===== src/hdl/wrrc_pkg.sv =====
// ----------------------------------------------------------------------------
// wrrc_pkg: shared types and constants of the windowed residual rank counter
// Item layouts, operation codes and fixed field widths.
// ----------------------------------------------------------------------------
`default_nettype none

package wrrc_pkg;

  localparam int unsigned TOTAL_W = 32;
  localparam int unsigned RES_W   = 32;
  localparam int unsigned TOL_W   = 16;
  localparam int unsigned OUT_W   = 13;
  localparam int unsigned PROD_W  = TOTAL_W + TOL_W;

  localparam logic [TOL_W-1:0] TOL_RESET = 16'd32768;

  typedef enum logic [1:0] {
    OP_CLEAR = 2'd0,
    OP_LOAD  = 2'd1,
    OP_QUERY = 2'd2
  } op_e;

  typedef struct packed {
    op_e                operation;
    logic [TOTAL_W-1:0] total;
    logic [RES_W-1:0]   residual;
  } in_t;

  typedef struct packed {
    logic [OUT_W-1:0] above_count;
    logic [OUT_W-1:0] window_count;
  } out_t;

  typedef struct packed {
    logic [TOTAL_W-1:0] total;
    logic [RES_W-1:0]   residual;
  } point_t;

  typedef struct packed {
    logic start_query;
    logic issue;
  } scan_ctrl_t;

endpackage

`default_nettype wire


===== src/hdl/wrrc_scan.sv =====
// ----------------------------------------------------------------------------
// wrrc_scan: window test and counting datapath
// One shared 32x16 multiplier forms the lower bound once per query and then
// one scaled stored total per cycle; a compare stage updates the counters.
// ----------------------------------------------------------------------------
`default_nettype none

module wrrc_scan #(
  parameter int unsigned CNT_W = 13
) (
  input  logic                        clk_i,
  input  logic                        rst_ni,
  input  wrrc_pkg::scan_ctrl_t        ctrl_i,
  input  wrrc_pkg::in_t               obs_i,
  input  logic [wrrc_pkg::TOL_W-1:0]  tol_i,
  input  wrrc_pkg::point_t            rd_i,
  output logic                        pipe_busy_o,
  output logic [CNT_W-1:0]            above_o,
  output logic [CNT_W-1:0]            window_o
);
  import wrrc_pkg::*;

  logic [TOTAL_W-1:0] mul_a;
  logic [PROD_W-1:0]  mul_p;
  logic [PROD_W-1:0]  lower_q, prod_q;
  logic [TOTAL_W-1:0] s_q;
  logic [RES_W-1:0]   r_q;
  logic               v1_q, v2_q;
  logic               in_win, is_above;
  logic [CNT_W-1:0]   above_q, window_q;

  assign mul_a = ctrl_i.start_query ? obs_i.total : rd_i.total;
  assign mul_p = PROD_W'(mul_a) * PROD_W'(tol_i);

  always_ff @(posedge clk_i) begin
    if (ctrl_i.start_query) begin
      lower_q <= mul_p;
    end
    prod_q <= mul_p;
    s_q    <= rd_i.total;
    r_q    <= rd_i.residual;
  end

  always_ff @(posedge clk_i or negedge rst_ni) begin
    if (!rst_ni) begin
      v1_q <= 1'b0;
      v2_q <= 1'b0;
    end else begin
      v1_q <= ctrl_i.issue;
      v2_q <= v1_q;
    end
  end

  assign in_win   = (lower_q <= {s_q, {TOL_W{1'b0}}}) &&
                    (prod_q < {obs_i.total, {TOL_W{1'b0}}});
  assign is_above = $signed(r_q) >= $signed(obs_i.residual);

  always_ff @(posedge clk_i or negedge rst_ni) begin
    if (!rst_ni) begin
      above_q  <= '0;
      window_q <= '0;
    end else if (ctrl_i.start_query) begin
      above_q  <= '0;
      window_q <= '0;
    end else if (v2_q && in_win) begin
      window_q <= window_q + CNT_W'(1);
      if (is_above) begin
        above_q <= above_q + CNT_W'(1);
      end
    end
  end

  assign pipe_busy_o = v1_q | v2_q;
  assign above_o     = above_q;
  assign window_o    = window_q;

endmodule

`default_nettype wire


===== config.mk =====
export PLATFORM = sky130hd
export DESIGN_NAME = wrrc_scan
export DESIGN_NICKNAME = d
export VERILOG_FILES = /design/src/hdl/wrrc_pkg.sv /design/src/hdl/wrrc_scan.sv
export SDC_FILE = /design/constraint.sdc
export NUM_CORES = 2
export LEC_CHECK = 0
export ABC_AREA = 1
export BUFFER_PORTS_ARGS = -buffer_cell sky130_fd_sc_hd__buf_2
export CORE_MARGIN = 3
export CORE_UTILIZATION = 40
export CTS_CLUSTER_DIAMETER = 30
export DETAILED_ROUTE_END_ITERATION = 16
export PLACE_DENSITY = 0.64
export SYNTH_ARGS = -nofsm -noshare
export SYNTH_HDL_FRONTEND = slang
export SYNTH_SLANG_ARGS = --single-unit

===== constraint.sdc =====
create_clock -name clk_i -period 2.59 [get_ports clk_i]
set_input_delay 0.518 -clock clk_i [delete_from_list [all_inputs] [get_ports clk_i]]
set_output_delay 0.518 -clock clk_i [all_outputs]
set_load 0.05 [all_outputs]

Yosys cells after proc, flatten, opt, wreduce, memory -nomap -nowiden
Cells that the tools add are included.
{ "classes": {"add_sub_neg": 2, "n_mul": 1, "magnitude_cmp": 3, "n_mux": 6, "bitwise": 1, "reduce_logical": 5} }
{ "op_table": {"columns": ["operator", "count"], "rows": [
  ["two-way mux 13 bit", 5],
  ["less-or-equal comparator 48 bit", 1],
  ["< comparator 48 bit", 1],
  ["multiplier 32 x 16 -> 48 bit", 1],
  [">= comparator 32 bit", 1],
  ["two-way mux 32 bit", 1],
  ["adder 13 x 1 -> 13 bit, second input constant", 2],
  ["nonzero test 2 bit", 2],
  ["logical AND 1 bit", 2],
  ["AND reduction 2 bit", 1],
  ["bitwise OR 1 bit", 1]
]} }
{ "totals": {"regBits": 188, "in_bits": 150, "out_inout_bits": 27, "wordCells": 26} }

Logic depth before layout (Yosys ltp)
{ "depth": {"ltp_word": 5, "mapped_depth": 30, "depth_no_buf": 28} }

Worst setup path before layout
No wires, ideal clock.
{ "synth_path": {"kind": "input to register", "from": "input ctrl_i[1] (netlist name)", "to": "register lower_q[33] (data pin)", "arrival_ps": 5902, "required_time_ps": 2324, "slack_ps": -3578, "stages": 23, "cell_sequence": "buf_2 > buf_2 > nand2_1 > o21ai_1 > clkinv_1 > nand2_1 > fa_1 > fa_1 > fa_1 > fa_1 > inv_1 > fa_1 > inv_1 > fa_1 > inv_1 > ha_1 > nand2_1 > o21ai_0 > a21oi_1 > o21ai_0 > nor2_1 > o21bai_1 > xor2_1"} }
{ "synth_via": {"elab_chain_cells": 2} }
{ "synth_rtl": {"columns": ["item", "line", "source"], "rows": [
  ["start: declaration", "wrrc_scan.sv:13", "input wrrc_pkg::scan_ctrl_t ctrl_i,"],
  ["two-way mux 32 bit", "wrrc_scan.sv:32", "assign mul_a = ctrl_i.start_query ? obs_i.total : rd_i.total;"],
  ["multiplier 32 x 16 -> 48 bit", "wrrc_scan.sv:33", "assign mul_p = PROD_W'(mul_a) * PROD_W'(tol_i);"],
  ["via mul_p[33]", "wrrc_scan.sv:24", "logic [PROD_W-1:0] mul_p;"],
  ["end signal: assignment", "wrrc_scan.sv:37", "lower_q <= mul_p;"],
  ["end: declaration", "wrrc_scan.sv:25", "logic [PROD_W-1:0] lower_q, prod_q;"]
]} }
The timed path passes the listed nets, and every way through them passes these cells.
A chain may end at the register's enable or synchronous reset.

Worst setup path in the final report
{ "layout_path": {"from": "input ctrl_i[1] (netlist name)", "to": "register lower_q[47] (data pin)"} }
The elaborated chain is that of the path after synthesis.

==> flow_metrics.tcl <==
set metrics [dict create \
    die_area_sq_mm 0.06362 \
    path_clk_slew_ns 0.08 \
    synth_flop_cell "dfxtp_1" \
    setup_viol 77 \
    ys_types 44 \
    multi_input_area_sq_mm 0.01938 \
    grt_pass1_vias 21920 \
    insertion_delay_ns 0.44 \
    fp.dieH_um 252.2 \
    area_delta_synth_final_pct 36.95 \
    place_area_sq_mm 0.03026 \
    r2r_slack_ns 0.20 \
    dp_hpwl_mm 64.28 \
    gp_congestion 0.9480 \
    synth_top_area_share_pct 34.51 \
    grtUsageTotal_pct 24.26 \
    portBuffers 174 \
    fin_crit_ns 5.924 \
    cts_buffers 17 \
    final_nets 4320 \
    final-hold-violation-count 0 \
    antenna_found_initial 0 \
    violations "setup timing" \
    viasPerCell 4.936 \
    holdCritPathClass "input port to async pin" \
    cts_buffer_depth 2 \
    cp-end-kind "register" \
    synthCells 2951 \
    grt_pass1_wl_mm 119.5 \
    routedWlPerCell_um 18.01 \
    syn_avg_cell_area_sq_um 8.218 \
    core_area_sq_mm 0.05946 \
    crit_arrival_ns 6.11 \
    status "finished, violations left" \
    rsz0062_at_grt "yes" \
    final_area_sq_mm 0.03321 \
    reg2reg_from "lower_q[23]" \
    grt_remaining_overflow 0 \
    drive_above_1_share_pct 31.74 \
    cts_max_level 4 \
    initial_core_util_pct 40.78 \
    synth_edf_count 48 \
    r2r-end "above_o[4]" \
    rows 89 \
    min_period_over_period_pct 228.7 \
    cts.sinks 172 \
    yosys_warnings 0 \
    drc 0 \
    postRouteWirelength_mm 77.82 \
    cts-root-buf "clkbuf_16" \
    yosysTopAreaCell "fa_1" \
    drv_slew 0 \
    vias 21340 \
    final_antenna_net_count 0 \
    ys_seq_area_share_pct 16.76 \
    ios 177 \
    slew_headroom_pct 57.40 \
    criticalPathCategory "input port to register" \
    fmax_mhz 168.8 \
    netlist_area_sq_mm 0.02425 \
    cts_tree "yes" \
    dp_slack_ns -3.932 \
    ys_ff_latch 172 \
    syn_nets 3736 \
    path_max_fanout 7 \
    firstDrtPassIters 6 \
    fill_cells 5188 \
    die_w_um 252.2 \
    startpoint_type "input port" \
    fin_setup_tns_ns -229.89 \
    crit_required_ns 2.78 \
    drtIter0Drc 1624 \
    worst_slew_pin_slew_ns 0.6390 \
    fin_worst_skew_ns 0.01229 \
    synthTopCellsByArea "fa_1 (35%), ha_1 (11%), inv_1 (11%)" \
    drv_cap 0 \
    r2r_cells 12 \
    worst_slack_ns -3.334 \
    grt_max_degree 29 \
    async_flop_share_pct 16.28 \
    ff_latch_area_sq_mm 0.004064 \
]
==> what timing repair did <==
| action | 4_1_cts | 5_1_grt |
|---|---|---|
| pin swaps | 69 | 114 |
| setup buffers | 34 | 23 |
| gates cloned | 6 | 2 |
| hold buffers | 0 | 0 |
| endpoints found under the setup margin | 77 | 77 |
| resized for setup | 248 | 190 |
==> routing by layer <==
metal	part of all wire, %	vias up	GRT usage, %	routed length (um)
li1	-	9960	-	-
met1	41	10360	32.07	31860
met2	48	862	40.89	37180
met3	7.8	156	4.250	6064
met4	3.5	0	7.334	2712
met5	0	-	0	0
==> through the flow <==
stage | cells | hold WS [ns] | util, %
after CTS | 4300 | 0.1035 | 54.23
after detailed placement | 4228 | 0.3583 | 50.88
after floorplan | 2951 | 0.2224 | -
after global placement | 4228 | 0.3679 | 50.88
final | 4322 | 0.1045 | 55.85
after global routing | 4321 | 0.1325 | 55.85
==> layout make-up <==
cell class	instances	share of cell area, %
clock buffer	17	1.281
inverter	705	8.496
tap	773	2.912
antenna	1	0.007535
clock inverter	15	0.5086
sequential	172	12.24
multi-input combinational	2001	58.34
timing repair inverter	2	0.03014
timing repair buffer	636	16.19
==> worst max-delay path, cell delays in order <==
cell	delay (ns)
clkbuf_16	0.15
clkbuf_16	0.18
o21ai_4	0.30
clkinv_4	0.10
buf_4	0.19
nand2_1	0.08
fa_1	0.40
inv_1	0.07
fa_1	0.45
fa_1	0.53
fa_2	0.44
fa_1	0.49
inv_1	0.05
fa_1	0.55
inv_2	0.06
ha_4	0.24
a21o_1	0.20
buf_4	0.13
a31o_4	0.23
a21oi_2	0.12
buf_4	0.13
o21ai_2	0.06
nand2_1	0.10
nand3_2	0.11
xor2_1	0.18
==> worst max-delay path by stage <==
stage                         start           to
after detailed placement  ctrl_i[1]  lower_q[43]
final                     ctrl_i[1]  lower_q[47]
after global routing      ctrl_i[1]  lower_q[38]
after global placement    ctrl_i[1]  lower_q[43]
after CTS                 ctrl_i[1]  lower_q[44]
after floorplan           ctrl_i[1]  lower_q[34]
==> registers in the layout (all words and copies together), names as in the netlist <==
register  cells
lower_q      48
v2_q          1
window_o     13
r_q          32
prod_q       32
s_q          32
above_o      13
v1_q          1
==> kinds of logic after synthesis <==
kind of cell,after synthesis,share of synthesized area [%]
adder cells (fa/ha/maj),635,45.70
XOR/XNOR,60,2.167
AO/OA/AOI/OAI,233,5.356
AND/OR/NAND/NOR,1073,17.80
flip-flops,172,16.76
buffers and inverters,778,12.22
==> Yosys cell counts, types with 21 or more instances <==
| library cell | instances |
|---|---|
| nor3_1 | 21 |
| nand2_1 | 604 |
| nand3_1 | 56 |
| o21ai_0 | 63 |
| dfrtp_1 | 28 |
| nor2_1 | 342 |
| a21oi_1 | 101 |
| clkbuf_1 | 57 |
| clkinv_1 | 24 |
| edfxtp_1 | 48 |
| dfxtp_1 | 96 |
| inv_1 | 681 |
| fa_1 | 418 |
| xor2_1 | 46 |
| ha_1 | 217 |
==> placed cells by master, fill, tap and decap left out, types with 8 or more instances in the layout <==
cell type / Yosys / routed
nor2_1: 342 / 271
inv_1: 681 / 623
nand2_2: 4 / 67
nand2_4: 0 / 15
xor2_2: 0 / 15
ha_4: 0 / 34
buf_4: 2 / 358
buf_12: 0 / 54
buf_2: 7 / 173
a21o_1: 8 / 8
nand3_1: 56 / 44
nand4_1: 14 / 14
nor3_1: 21 / 13
nand3_2: 11 / 21
a21oi_2: 1 / 28
fa_2: 0 / 29
xor2_1: 46 / 27
clkinv_4: 0 / 10
a21oi_1: 101 / 67
fa_1: 418 / 389
buf_6: 2 / 38
nor2_2: 4 / 53
dfrtp_1: 28 / 28
clkinv_8: 0 / 9
clkbuf_16: 0 / 19
ha_1: 217 / 183
o21ai_2: 7 / 17
edfxtp_1: 48 / 48
xnor2_1: 14 / 10
a31oi_1: 13 / 8
o21a_1: 9 / 9
inv_2: 0 / 51
nor2_4: 0 / 22
o21ai_0: 63 / 29
nand2_1: 604 / 525
o21ai_4: 0 / 32
dfxtp_1: 96 / 96
Power is left out: the tool's default activity adds up to more than one toggle a clock period on the data nets, which glitch-free logic cannot reach.
